### config.mk
export PLATFORM = sky130hd
export DESIGN_NAME = dvi_scanline_command_sequencer_flat
export DESIGN_NICKNAME = d
export VERILOG_FILES = /design/src/sv/dsc_pkg.sv /design/src/sv/dsc_in_if.sv /design/src/sv/dsc_out_if.sv /design/src/sv/dvi_scanline_command_sequencer.sv /design/src/sv/dsc_line_tracker.sv /design/src/sv/dsc_word_emitter.sv /design/src/flat_wrapper.sv
export SDC_FILE = /design/constraint.sdc
export NUM_CORES = 1
export LEC_CHECK = 0
export BUFFER_PORTS_ARGS = -buffer_cell sky130_fd_sc_hd__clkbuf_2
export CORE_MARGIN = 8
export CORE_UTILIZATION = 40
export DETAILED_ROUTE_END_ITERATION = 16
export GPL_TIMING_DRIVEN = 1
export PLACE_DENSITY_LB_ADDON = 0.25
export SLEW_MARGIN = 25
export SYNTH_ARGS = -nofsm -noshare
export SYNTH_HDL_FRONTEND = slang
export SYNTH_SLANG_ARGS = --single-unit
### constraint.sdc
create_clock -name clk_i -period 22.8 [get_ports clk_i]
set_input_delay 4.56 -clock clk_i [delete_from_list [all_inputs] [get_ports clk_i]]
set_output_delay 4.56 -clock clk_i [all_outputs]
set_load 0.05 [all_outputs]
### src/sv/dsc_pkg.sv
// Package for the DVI scanline command sequencer: configuration and descriptor types,
// control-symbol constants and the command word helpers.
// No dependencies.
package dsc_pkg;

  localparam int unsigned FrameHeight = 360;
  localparam int unsigned RowW        = 10;
  localparam int unsigned LineW       = 12;
  localparam int unsigned WordW       = 30;
  localparam int unsigned CountW      = 12;
  localparam int unsigned CfgIdxW     = 3;
  localparam int unsigned CfgDataW    = 12;

  localparam logic [LineW-1:0]  RowMax   = LineW'(FrameHeight - 1);
  localparam logic [CountW-1:0] MaxCount = '1;

  // TMDS control symbols for lane 0 (c1, c0 = vsync/hsync pair)
  localparam logic [9:0] Ctrl00 = 10'h354;
  localparam logic [9:0] Ctrl01 = 10'h0ab;
  localparam logic [9:0] Ctrl10 = 10'h154;
  localparam logic [9:0] Ctrl11 = 10'h2ab;

  localparam logic [3:0] OpRawRepeat = 4'h1;
  localparam logic [3:0] OpTmds      = 4'h2;

  // Configuration register indexes
  localparam logic [CfgIdxW-1:0] RegHFrontPorch   = 3'd0;
  localparam logic [CfgIdxW-1:0] RegHSyncWidth    = 3'd1;
  localparam logic [CfgIdxW-1:0] RegHBackPorch    = 3'd2;
  localparam logic [CfgIdxW-1:0] RegHOutputPixels = 3'd3;
  localparam logic [CfgIdxW-1:0] RegVActiveLines  = 3'd4;
  localparam logic [CfgIdxW-1:0] RegVFrontPorch   = 3'd5;
  localparam logic [CfgIdxW-1:0] RegVSyncWidth    = 3'd6;
  localparam logic [CfgIdxW-1:0] RegVBackPorch    = 3'd7;

  // Word slots of one line program
  localparam logic [2:0] SlotFrontPorch = 3'd0;
  localparam logic [2:0] SlotSyncOff0   = 3'd1;
  localparam logic [2:0] SlotSyncPulse  = 3'd2;
  localparam logic [2:0] SlotSyncOn     = 3'd3;
  localparam logic [2:0] SlotBackPorch  = 3'd4;
  localparam logic [2:0] SlotSyncOff1   = 3'd5;
  localparam logic [2:0] SlotTmds       = 3'd6;
  localparam logic [2:0] SlotRowFetch   = 3'd7;

  typedef struct packed {
    logic [11:0] h_front_porch;
    logic [11:0] h_sync_width;
    logic [11:0] h_back_porch;
    logic [11:0] h_output_pixels;
    logic [10:0] v_active_lines;
    logic [7:0]  v_front_porch;
    logic [7:0]  v_sync_width;
    logic [7:0]  v_back_porch;
  } cfg_t;

  typedef struct packed {
    logic            active;
    logic            vsync;
    logic [RowW-1:0] row;
    logic [31:0]     frame;
  } line_desc_t;

  function automatic logic [WordW-1:0] raw_cmd(input logic [CountW-1:0] count);
    raw_cmd = {14'd0, OpRawRepeat, count};
  endfunction

  function automatic logic [WordW-1:0] sync_word(input logic [9:0] lane0);
    sync_word = {Ctrl00, Ctrl00, lane0};
  endfunction

endpackage

### src/sv/dsc_in_if.sv
// Line event channel of the scanline command sequencer.
// Depends on nothing.
interface dsc_in_if;
  logic valid;
  logic ready;
  logic line_done;

  modport source (output valid, output line_done, input ready);
  modport sink (input valid, input line_done, output ready);
endinterface

### src/sv/dsc_out_if.sv
// Command word channel of the scanline command sequencer.
// Depends on nothing.
interface dsc_out_if;
  logic        valid;
  logic        ready;
  logic        out_kind;
  logic [29:0] command_word;
  logic [9:0]  row_index;
  logic [31:0] frame_number;
  logic        last_word;

  modport source (output valid, output out_kind, output command_word, output row_index,
                  output frame_number, output last_word, input ready);
  modport sink (input valid, input out_kind, input command_word, input row_index,
                input frame_number, input last_word, output ready);
endinterface

### src/sv/dvi_scanline_command_sequencer.sv
// Scanline command sequencer: each line_done transfer advances the line counter and
// emits the next line's command program (6 words for blank/vsync lines, 8 for active).
// The first word passes the descriptor register, then the output register; after that,
// one word per cycle while out_o.ready is high. A line_done=0 transfer emits nothing.
// Reset: counters clear, 720p defaults load, no words pend.
module dvi_scanline_command_sequencer
  import dsc_pkg::*;
(
  input  logic                clk_i,
  input  logic                rst_ni,
  input  logic                cfg_we_i,
  input  logic [CfgIdxW-1:0]  cfg_index_i,
  input  logic [CfgDataW-1:0] cfg_data_i,
  dsc_in_if.sink              in_i,
  dsc_out_if.source           out_o
);

  cfg_t       cfg_q;
  line_desc_t desc;
  logic       free;
  logic       advance;

  // Configuration registers; each takes the low bits of the write data.
  always_ff @(posedge clk_i or negedge rst_ni) begin
    if (!rst_ni) begin
      cfg_q.h_front_porch   <= 12'd110;
      cfg_q.h_sync_width    <= 12'd40;
      cfg_q.h_back_porch    <= 12'd220;
      cfg_q.h_output_pixels <= 12'd1280;
      cfg_q.v_active_lines  <= 11'd720;
      cfg_q.v_front_porch   <= 8'd5;
      cfg_q.v_sync_width    <= 8'd5;
      cfg_q.v_back_porch    <= 8'd20;
    end else if (cfg_we_i) begin
      case (cfg_index_i)
        RegHFrontPorch:   cfg_q.h_front_porch   <= cfg_data_i;
        RegHSyncWidth:    cfg_q.h_sync_width    <= cfg_data_i;
        RegHBackPorch:    cfg_q.h_back_porch    <= cfg_data_i;
        RegHOutputPixels: cfg_q.h_output_pixels <= cfg_data_i;
        RegVActiveLines:  cfg_q.v_active_lines  <= cfg_data_i[10:0];
        RegVFrontPorch:   cfg_q.v_front_porch   <= cfg_data_i[7:0];
        RegVSyncWidth:    cfg_q.v_sync_width    <= cfg_data_i[7:0];
        RegVBackPorch:    cfg_q.v_back_porch    <= cfg_data_i[7:0];
        default: ;
      endcase
    end
  end

  // Take a new event whenever the descriptor slot is empty or hands off its last word
  // this cycle; a line_done=0 transfer is dropped with no state change.
  assign in_i.ready = free;
  assign advance    = in_i.valid && free && in_i.line_done;

  dsc_line_tracker u_tracker (
    .clk_i     (clk_i),
    .rst_ni    (rst_ni),
    .cfg_i     (cfg_q),
    .advance_i (advance),
    .desc_o    (desc)
  );

  // Hold the descriptor and advance one program word per output transfer.
  dsc_word_emitter u_emitter (
    .clk_i          (clk_i),
    .rst_ni         (rst_ni),
    .cfg_i          (cfg_q),
    .load_i         (advance),
    .desc_i         (desc),
    .free_o         (free),
    .out_valid_o    (out_o.valid),
    .out_ready_i    (out_o.ready),
    .out_kind_o     (out_o.out_kind),
    .command_word_o (out_o.command_word),
    .row_index_o    (out_o.row_index),
    .frame_number_o (out_o.frame_number),
    .last_word_o    (out_o.last_word)
  );

`ifndef SYNTHESIS
  a_no_accept_busy: assert property (@(posedge clk_i) disable iff (!rst_ni)
    advance |=> ##1 out_o.valid)
    else $error("line event produced no output word");

  a_cfg_reaches_regs: assert property (@(posedge clk_i) disable iff (!rst_ni)
    cfg_we_i && cfg_index_i == RegHFrontPorch |=> cfg_q.h_front_porch == $past(cfg_data_i))
    else $error("configuration write lost");

  a_stall_holds: assert property (@(posedge clk_i) disable iff (!rst_ni)
    out_o.valid && !out_o.ready |=> out_o.valid && $stable(out_o.command_word))
    else $error("output word changed while stalled");
`endif

endmodule

### src/sv/dsc_line_tracker.sv
// Scanline and frame counters; classifies the upcoming line for the word emitter.
// Depends on dsc_pkg.
module dsc_line_tracker
  import dsc_pkg::*;
(
  input  logic       clk_i,
  input  logic       rst_ni,
  input  cfg_t       cfg_i,
  input  logic       advance_i,
  output line_desc_t desc_o
);

  logic [LineW-1:0] cur_q, cur_d;
  logic [31:0]      frame_q, frame_d;
  logic [LineW-1:0] total, vs_lo, vs_hi, line;
  logic [LineW:0]   cur_inc, nxt;
  logic             wrap, active;
  logic [LineW-1:0] row_full;

  always_comb begin
    total   = LineW'(cfg_i.v_active_lines) + LineW'(cfg_i.v_front_porch)
            + LineW'(cfg_i.v_sync_width) + LineW'(cfg_i.v_back_porch);
    cur_inc = {1'b0, cur_q} + 13'd1;
    wrap    = cur_inc >= {1'b0, total};
    cur_d   = wrap ? '0 : cur_inc[LineW-1:0];
    frame_d = wrap ? frame_q + 32'd1 : frame_q;

    nxt  = {1'b0, cur_d} + 13'd1;
    line = (nxt >= {1'b0, total}) ? '0 : nxt[LineW-1:0];

    active = line < LineW'(cfg_i.v_active_lines);
    vs_lo  = LineW'(cfg_i.v_active_lines) + LineW'(cfg_i.v_front_porch);
    vs_hi  = vs_lo + LineW'(cfg_i.v_sync_width);

    row_full = {1'b0, line[LineW-1:1]};
    if (row_full > RowMax) begin
      row_full = RowMax;
    end

    desc_o.active = active;
    desc_o.vsync  = !active && (line >= vs_lo) && (line < vs_hi);
    desc_o.row    = row_full[RowW-1:0];
    desc_o.frame  = frame_d;
  end

  always_ff @(posedge clk_i or negedge rst_ni) begin
    if (!rst_ni) begin
      cur_q   <= '0;
      frame_q <= '0;
    end else if (advance_i) begin
      cur_q   <= cur_d;
      frame_q <= frame_d;
    end
  end

`ifndef SYNTHESIS
  a_frame_step: assert property (@(posedge clk_i) disable iff (!rst_ni)
    (frame_q == $past(frame_q)) || (frame_q == $past(frame_q) + 32'd1))
    else $error("frame count moved by more than one");

  a_wrap_clears_line: assert property (@(posedge clk_i) disable iff (!rst_ni)
    advance_i && wrap |=> cur_q == '0)
    else $error("scanline not cleared on frame wrap");

  a_vsync_not_active: assert property (@(posedge clk_i) disable iff (!rst_ni)
    desc_o.vsync |-> !desc_o.active)
    else $error("vsync flagged on an active line");
`endif

endmodule

### src/sv/dsc_word_emitter.sv
// Holds one line descriptor and walks its command program out, one word per transfer,
// through a registered output stage. Depends on dsc_pkg.
module dsc_word_emitter
  import dsc_pkg::*;
(
  input  logic        clk_i,
  input  logic        rst_ni,
  input  cfg_t        cfg_i,
  input  logic        load_i,
  input  line_desc_t  desc_i,
  output logic        free_o,
  output logic        out_valid_o,
  input  logic        out_ready_i,
  output logic        out_kind_o,
  output logic [29:0] command_word_o,
  output logic [9:0]  row_index_o,
  output logic [31:0] frame_number_o,
  output logic        last_word_o
);

  line_desc_t       desc_q;
  logic             desc_valid_q, desc_valid_d;
  logic [2:0]       idx_q, idx_d;
  logic             out_valid_q, out_valid_d;
  logic             load_out, word_last;
  logic [CountW:0]  merged_sum;
  logic [CountW-1:0] merged;
  logic [9:0]       sync_off, sync_on;
  logic             kind_d;
  logic [WordW-1:0] word_d;
  logic [RowW-1:0]  row_d;
  logic             kind_q, last_q;
  logic [WordW-1:0] word_q;
  logic [RowW-1:0]  row_q;
  logic [31:0]      frame_q;

  always_comb begin
    load_out  = desc_valid_q && (!out_valid_q || out_ready_i);
    word_last = (idx_q == SlotRowFetch) || (idx_q == SlotSyncOff1 && !desc_q.active);
    free_o    = !desc_valid_q || (load_out && word_last);

    merged_sum = {1'b0, cfg_i.h_back_porch} + {1'b0, cfg_i.h_output_pixels};
    merged     = merged_sum[CountW] ? MaxCount : merged_sum[CountW-1:0];
    sync_off   = desc_q.vsync ? Ctrl10 : Ctrl00;
    sync_on    = desc_q.vsync ? Ctrl11 : Ctrl01;

    kind_d = 1'b0;
    row_d  = '0;
    case (idx_q)
      SlotFrontPorch: word_d = raw_cmd(cfg_i.h_front_porch);
      SlotSyncOff0:   word_d = sync_word(sync_off);
      SlotSyncPulse:  word_d = raw_cmd(cfg_i.h_sync_width);
      SlotSyncOn:     word_d = sync_word(sync_on);
      SlotBackPorch:  word_d = raw_cmd(desc_q.active ? cfg_i.h_back_porch : merged);
      SlotSyncOff1:   word_d = sync_word(sync_off);
      SlotTmds:       word_d = {14'd0, OpTmds, cfg_i.h_output_pixels};
      SlotRowFetch: begin
        word_d = '0;
        kind_d = 1'b1;
        row_d  = desc_q.row;
      end
      default:        word_d = '0;
    endcase

    idx_d        = idx_q;
    desc_valid_d = desc_valid_q;
    if (load_out) begin
      idx_d = idx_q + 3'd1;
      if (word_last) begin
        desc_valid_d = 1'b0;
      end
    end
    if (load_i) begin
      idx_d        = SlotFrontPorch;
      desc_valid_d = 1'b1;
    end

    out_valid_d = load_out || (out_valid_q && !out_ready_i);
  end

  always_ff @(posedge clk_i or negedge rst_ni) begin
    if (!rst_ni) begin
      desc_valid_q <= 1'b0;
      idx_q        <= '0;
      out_valid_q  <= 1'b0;
    end else begin
      desc_valid_q <= desc_valid_d;
      idx_q        <= idx_d;
      out_valid_q  <= out_valid_d;
    end
  end

  always_ff @(posedge clk_i) begin
    if (load_i) begin
      desc_q <= desc_i;
    end
    if (load_out) begin
      kind_q  <= kind_d;
      word_q  <= word_d;
      row_q   <= row_d;
      frame_q <= desc_q.frame;
      last_q  <= word_last;
    end
  end

  assign out_valid_o    = out_valid_q;
  assign out_kind_o     = kind_q;
  assign command_word_o = word_q;
  assign row_index_o    = row_q;
  assign frame_number_o = frame_q;
  assign last_word_o    = last_q;

`ifndef SYNTHESIS
  a_blank_short: assert property (@(posedge clk_i) disable iff (!rst_ni)
    desc_valid_q && !desc_q.active |-> idx_q <= SlotSyncOff1)
    else $error("blank line program ran past its sixth word");

  a_fetch_is_last: assert property (@(posedge clk_i) disable iff (!rst_ni)
    out_valid_q && out_kind_o |-> last_word_o && command_word_o == '0)
    else $error("row fetch not the clean final word");

  a_load_restarts: assert property (@(posedge clk_i) disable iff (!rst_ni)
    load_i |=> desc_valid_q && idx_q == SlotFrontPorch)
    else $error("new program did not start at its first word");

  a_load_only_free: assert property (@(posedge clk_i) disable iff (!rst_ni)
    load_i |-> free_o)
    else $error("descriptor overwritten while words remain");
`endif

endmodule

### src/flat_wrapper.sv
// flat-port wrapper written by rule: the top's interface ports become plain ports
module dvi_scanline_command_sequencer_flat import dsc_pkg::*;
  (clk_i, rst_ni, cfg_we_i, cfg_index_i, cfg_data_i, in_i_valid, in_i_line_done, in_i_ready, out_o_valid, out_o_out_kind, out_o_command_word, out_o_row_index, out_o_frame_number, out_o_last_word, out_o_ready);
  dsc_in_if in_i_i ();
  dsc_out_if out_o_i ();
  input  logic clk_i;
  input  logic rst_ni;
  input  logic cfg_we_i;
  input  logic [CfgIdxW-1:0] cfg_index_i;
  input  logic [CfgDataW-1:0] cfg_data_i;
  input wire logic [$bits(in_i_i.valid)-1:0] in_i_valid;
  input wire logic [$bits(in_i_i.line_done)-1:0] in_i_line_done;
  output wire logic [$bits(in_i_i.ready)-1:0] in_i_ready;
  output wire logic [$bits(out_o_i.valid)-1:0] out_o_valid;
  output wire logic [$bits(out_o_i.out_kind)-1:0] out_o_out_kind;
  output wire logic [$bits(out_o_i.command_word)-1:0] out_o_command_word;
  output wire logic [$bits(out_o_i.row_index)-1:0] out_o_row_index;
  output wire logic [$bits(out_o_i.frame_number)-1:0] out_o_frame_number;
  output wire logic [$bits(out_o_i.last_word)-1:0] out_o_last_word;
  input wire logic [$bits(out_o_i.ready)-1:0] out_o_ready;
  assign in_i_i.valid = in_i_valid;
  assign in_i_i.line_done = in_i_line_done;
  assign in_i_ready = in_i_i.ready;
  assign out_o_valid = out_o_i.valid;
  assign out_o_out_kind = out_o_i.out_kind;
  assign out_o_command_word = out_o_i.command_word;
  assign out_o_row_index = out_o_i.row_index;
  assign out_o_frame_number = out_o_i.frame_number;
  assign out_o_last_word = out_o_i.last_word;
  assign out_o_i.ready = out_o_ready;
  dvi_scanline_command_sequencer u_core (.clk_i(clk_i), .rst_ni(rst_ni), .cfg_we_i(cfg_we_i), .cfg_index_i(cfg_index_i), .cfg_data_i(cfg_data_i), .in_i(in_i_i), .out_o(out_o_i));
endmodule
== Word level (Yosys, flattened, before mapping) ==
Cells that the tools add are included.

* Add/sub/neg operators: 8
* $lt $le $gt $ge: 6
* Equality and inequality tests: 14
* Muxes and demuxes: 14
* Reductions and logical operators: 31

{| class="wikitable"
|+ Operator list
! operator !! number
|-
| $pmux W30 S7 || 1
|-
| $mux W12 || 4
|-
| $add A32 B1 Y32 const B || 1
|-
| $mux W32 || 1
|-
| $add A12 B1 Y13 const B || 2
|-
| $ge A13 B12 Y1 || 2
|-
| $add A12 B8 Y12 || 2
|-
| $eq A3 B3 Y1 const B || 8
|-
| $mux W10 || 2
|-
| $reduce_and A2 Y1 || 9
|-
| $add A12 B12 Y13 || 1
|-
| $add A11 B8 Y12 || 1
|-
| $eq A3 B2 Y1 const B || 4
|-
| $ge A12 B12 Y1 || 1
|-
| $lt A12 B11 Y1 || 1
|-
| $lt A12 B12 Y1 || 1
|-
| $gt A11 B9 Y1 const B || 1
|-
| $logic_and A1 B1 Y1 || 8
|-
| $eq A3 B1 Y1 const B || 2
|-
| $logic_not A3 Y1 || 2
|-
| $mux W3 || 2
|-
| $logic_not A1 Y1 || 5
|-
| $logic_or A1 B1 Y1 || 4
|-
| $mux W1 || 4
|-
| other kinds (3) || 4
|}

* Flip-flop bits (word level): 250
* Output and inout bits: 76
* Word-level logic and storage cells: 95

== Depth between registers and ports, before layout ==
* Word-level depth: 12
* Mapped depth: 56

== Cells and area by module ==
From an unflattened synthesis, not the netlist that was laid out.

* Cell total of the unflattened synthesis: 1230
* Area, all modules: 13952.1 µm²

{| class="wikitable"
|+ By module, submodules not included
! module !! times used !! cells an instance !! area an instance (µm²) !! sequential area each (µm²)
|-
| dsc_line_tracker || 1 || 711 || 5875.6 || 1101.1
|-
| dsc_word_emitter || 1 || 335 || 4730.8 || 3218.1
|-
| dvi_scanline_command_sequencer || 1 || 184 || 3345.7 || 2107.0
|}

== Worst setup path before layout ==
OpenSTA, ideal clock, no wires.

* Path kind: register -> register
* Start point: register u_core.cfg_q[16] (netlist bit)
* End point: register u_core.u_emitter.desc_q[42] (netlist bit) (data pin)
* Library setup time: 0.158 ns
* Arrival time: 10.213 ns
* Data required time: 22.642 ns
* Setup slack: 12.429 ns
* Cell stages (with the launch flop): 51
* Period minus slack after synthesis: 10.371 ns
* Cell sequence: dfstp_2 > ha_1 > inv_1 > fa_1 > nand2b_1 > nand2b_1 > a21o_1 > a21oi_1 > o21bai_1 > xor2_1 > ha_1 > a21o_1 > a31oi_1 > xnor2_1 > ha_1 > or4_1 > o22ai_1 > xnor2_1 > [15 not listed] > ha_1 > a21o_1 > a2111oi_0 > o211ai_1 > nand2_1 > or3b_2 > mux2i_1 > o31ai_2 > a21o_1 > clkbuf_1 > nor3_1 > ha_1 > a21o_1 > a21o_1 > a221oi_1 > o221ai_1 > a2111o_1 > a211oi_2

{| class="wikitable"
|+ RTL lines
! what !! line !! text
|-
| start, declared || dvi_scanline_command_sequencer.sv:18 || <nowiki>cfg_t cfg_q;</nowiki>
|-
| end signal, assigned || dsc_word_emitter.sv:95 || <nowiki>desc_q <= desc_i;</nowiki>
|-
| end, declared || dsc_word_emitter.sv:21 || <nowiki>line_desc_t desc_q;</nowiki>
|}

==> impl_metrics.ini <==
[run_status]
outcome = finished clean

[grt]
grt_pass1_wl_um = 49900
use_met3_pct = 2.11
grt_usage_pct = 15.4
overflow = 0
grt_max_degree = 77
met2_usage_pct = 24.7
top_usage_layer = met2
antenna_found_initial = 0
met1_usage_pct = 21.8
grt_pass1_vias = 9193

[cells_and_area]
area_growth_pct = 12.6
drive_above_1_share_pct = 19.8
insertedDiodeCount = 0
final_nets = 1452
final_util_pct = 45.6

[critical_path]
r2r_start = u_core.cfg_q[16]
r2r_cells = 51
critPathLaunch = u_core.cfg_q[16]
r2r_end = u_core.u_emitter.desc_q[42]
crit_top_cell = ha_1
cp_max_fo = 31
arrival_ps = 11950
ff2ff_setup_slack_ps = 11120
crit_path_start_kind = register
end_kind = register
slowest_delay_ps = 530
critPathSlowestCell = dfstp_2
critPathRequiredTime_ps = 23060
crit_type = reg -> reg

[pwr]
power_frac_clock_pct = 17.5
comb_power_share_pct = 56.3
leakagePower_nw = 6.69
p_int_mw = 1.30
power.density_nw_per_um2 = 155
vdd_ir_drop_max_mv = 0.0771
switchingPower_mw = 1.07
sw_frac_of_total_pct = 45.2
seq_power_share_pct = 26.2

[min_path]
hold_depth = 0
min_from = u_core.u_emitter.desc_q[26]
hold_class = reg -> reg
min_delay_worst_endpoint = u_core.u_emitter.frame_number_o[26]

[cts]
clock_latency_ps = 520
cts_hold_buf = 0
cts_buffers = 25
post_cts_buffers = 0
cts_root_buf = clkbuf_16
htree_levels = 1
cts-resized-gates = 0
clk_pin_slew_ps = 60
clock-sinks = 235
cts_tree = yes
cts_buffer_depth = 3

[die]
num_rows = 67
die_h_um = 200
dieArea_um2 = 40000
die-width_um = 200
start_util_pct = 40.5
core_area_um2 = 33400
io_pins = 97

[synthesis]
synth_edf_count = 103
synth_seq_cells = 235
synth_area_um2 = 13500
async_reset_ff_share_pct = 56.2
yosys_warnings = 0
ys_seq_area_share_pct = 47.5
syn_inst = 1250
synth.avg_cell_area_um2 = 10.8
synth.distinct_cells = 81
synth_ff_type = dfrtp_1

[timing]
hold_viol_final = 0
setup_viol_count_final = 0
period_minus_slack_ps = 11680
fin_setup_tns_ps = 0
relSlewSlack_pct = 39.0
worst_slew_pin_slew_ps = 911
rsz0062_at_grt = false
fmaxAchievable_ghz = 0.0856
skew_ps = 11.2
fin_crit_sh_pct = 51.2
report.final.slew_viol_count = 0
finalWorstSetupSlack_ps = 11120

[routing]
drc = 0
wl_per_cell_um = 17.2
routed-via-count = 9451
routed_wl_um = 30900
ant_nets = 0
drtIter0Drc = 644
first_pass_iters = 5
viasPerCell = 5.27

[job]
max_cap_violations = 0

[placed_design]
hpwl_um = 23000
portBuffers = 89
gp_congestion = 0.850
pre_cts_slack_ps = 11200
power groups by stage:
stage	Clock [mW]	Combinational [mW]	Sequential, mW
after global routing	0.440	1.48	0.634
after CTS	0.424	1.33	0.623
after floorplan	0	0.895	0.730
final	0.414	1.33	0.622
after detailed placement	0	1.32	0.630
after global placement	0	1.30	0.628
how the worst max path moves through the flow:
stage / end / slack [ps] / depth (start not counted)
after floorplan: u_core.u_emitter.desc_q[42] / 12430 / 50
after global placement: u_core.u_emitter.desc_q[42] / 11630 / 48
after detailed placement: u_core.u_emitter.desc_q[42] / 11200 / 48
after CTS: u_core.u_emitter.desc_q[42] / 11160 / 48
after global routing: u_core.u_emitter.desc_q[42] / 10190 / 51
final: u_core.u_emitter.desc_q[42] / 11120 / 51
cell usage after synthesis, types with 4 or more instances:
| cell | count | area (um^2) |
|---|---|---|
| and2_1 | 19 | 119 |
| nand4_1 | 16 | 100 |
| nand2_1 | 95 | 357 |
| a211oi_1 | 13 | 97.6 |
| nor3_1 | 36 | 180 |
| ha_1 | 99 | 1240 |
| clkbuf_1 | 32 | 120 |
| xnor2_1 | 48 | 420 |
| mux2i_1 | 5 | 50.1 |
| o22ai_1 | 9 | 56.3 |
| dfrtp_1 | 108 | 2700 |
| buf_2 | 4 | 20.0 |
| o21a_1 | 8 | 60.1 |
| nor2b_1 | 9 | 56.3 |
| nor2_1 | 97 | 364 |
| o21ai_0 | 63 | 315 |
| a21oi_1 | 37 | 185 |
| o31ai_1 | 8 | 60.1 |
| fa_1 | 4 | 80.1 |
| nand3_1 | 26 | 130 |
| nand2b_1 | 17 | 106 |
| nand4b_1 | 7 | 61.3 |
| inv_1 | 67 | 251 |
| mux2_2 | 86 | 968 |
| buf_4 | 15 | 113 |
| edfxtp_1 | 103 | 3090 |
| and3_1 | 13 | 81.3 |
| a221oi_1 | 4 | 35.0 |
| a31oi_1 | 7 | 43.8 |
| or3_1 | 6 | 37.5 |
| buf_1 | 4 | 15.0 |
| xor2_1 | 58 | 508 |
| a21boi_0 | 4 | 30.0 |
| nor4_1 | 5 | 31.3 |
| dfstp_2 | 24 | 631 |
| a21o_1 | 20 | 150 |
worst max-delay path: cells and delay by family, from the launching register on:
| kind | cells | cell delay, ps |
|---|---|---|
| AOI/OAI and AO/OA | 20 | 3990 |
| and+or+nand+nor | 16 | 3290 |
| adders and majority gates | 8 | 2350 |
| xor gates and xnor gates | 3 | 660 |
| DFF | 1 | 530 |
| buffers and inverters | 3 | 360 |
| muxes | 1 | 220 |
flip-flops by register name, indices dropped and copies added (netlist names):
signal,cells
u_core.u_emitter.row_index_o,10
u_core.u_tracker.frame_q,32
u_core.u_emitter.desc_q,44
u_core.u_tracker.cur_q,12
u_core.cfg_q,83
u_core.u_emitter.last_word_o,1
u_core.u_emitter.frame_number_o,32
u_core.u_emitter.out_kind_o,1
u_core.u_emitter.command_word_o,15
u_core.u_emitter.out_valid_o,1
u_core.u_emitter.idx_q,3
u_core.u_emitter.desc_valid_q,1
cells in the final DEF (no fill, tap or decap), types with 5 or more instances in the layout:
master,Yosys,layout
o21ai_0,63,63
o22ai_1,9,9
mux2i_1,5,5
mux2_2,86,86
conb_1,1,8
edfxtp_1,103,103
and2_1,19,18
nor2_1,97,97
nor3_1,36,34
or3_1,6,6
clkbuf_16,0,25
nand2_1,95,95
xor2_1,58,58
and3_1,13,13
o31ai_1,8,8
nand3_1,26,26
xnor2_1,48,48
inv_1,67,66
clkinv_1,1,7
a21o_1,20,20
o21a_1,8,8
a31oi_1,7,7
nand4_1,16,16
dfrtp_1,108,108
dfstp_2,24,24
buf_4,15,9
a211oi_1,13,13
nor4_1,5,5
nand2b_1,17,17
a21oi_1,37,37
nand4b_1,7,7
nor2b_1,9,9
clkbuf_2,0,88
ha_1,99,99
area by class of cell:
cell class / count / area, um^2
clock buffer: 31 / 668
clock inverter: 14 / 166
fill: 3107 / 18200
inverter: 69 / 259
multi-input combinational: 898 / 6640
sequential: 235 / 6430
tap: 448 / 561
timing repair buffer: 99 / 531
through the flow:
| step | hold slack (ps) | instance area (um^2) | cells | power, mW |
|---|---|---|---|---|
| 2_1_floorplan | 400 | 13600 | 1257 | 1.63 |
| 3_3_place_gp | 401 | 14400 | 1749 | 1.93 |
| 3_5_place_dp | 405 | 14400 | 1749 | 1.95 |
| 4_1_cts | 418 | 15200 | 1794 | 2.38 |
| 5_1_grt | 424 | 15200 | 1794 | 2.55 |
| 6_report | 416 | 15200 | 1794 | 2.37 |
cell families after synthesis:
group,after synthesis,synth area share (%)
mux,91,7.52
buf+inv,124,3.89
simple gates,369,13.5
xor+xnor,107,6.98
fa+ha+maj,104,9.82
flops,235,47.5
other cells,1,0.0277
compound gates,219,10.8
layer usage:
| layer | vias up | part of all wire [%] |
|---|---|---|
| met4 | 0 | 2.0 |
| met5 | - | 0 |
| met3 | 42 | 4.6 |
| met2 | 202 | 46 |
| met1 | 4569 | 48 |
| li1 | 4638 | - |
No activity file was read; power rests on OpenSTA's default activity.
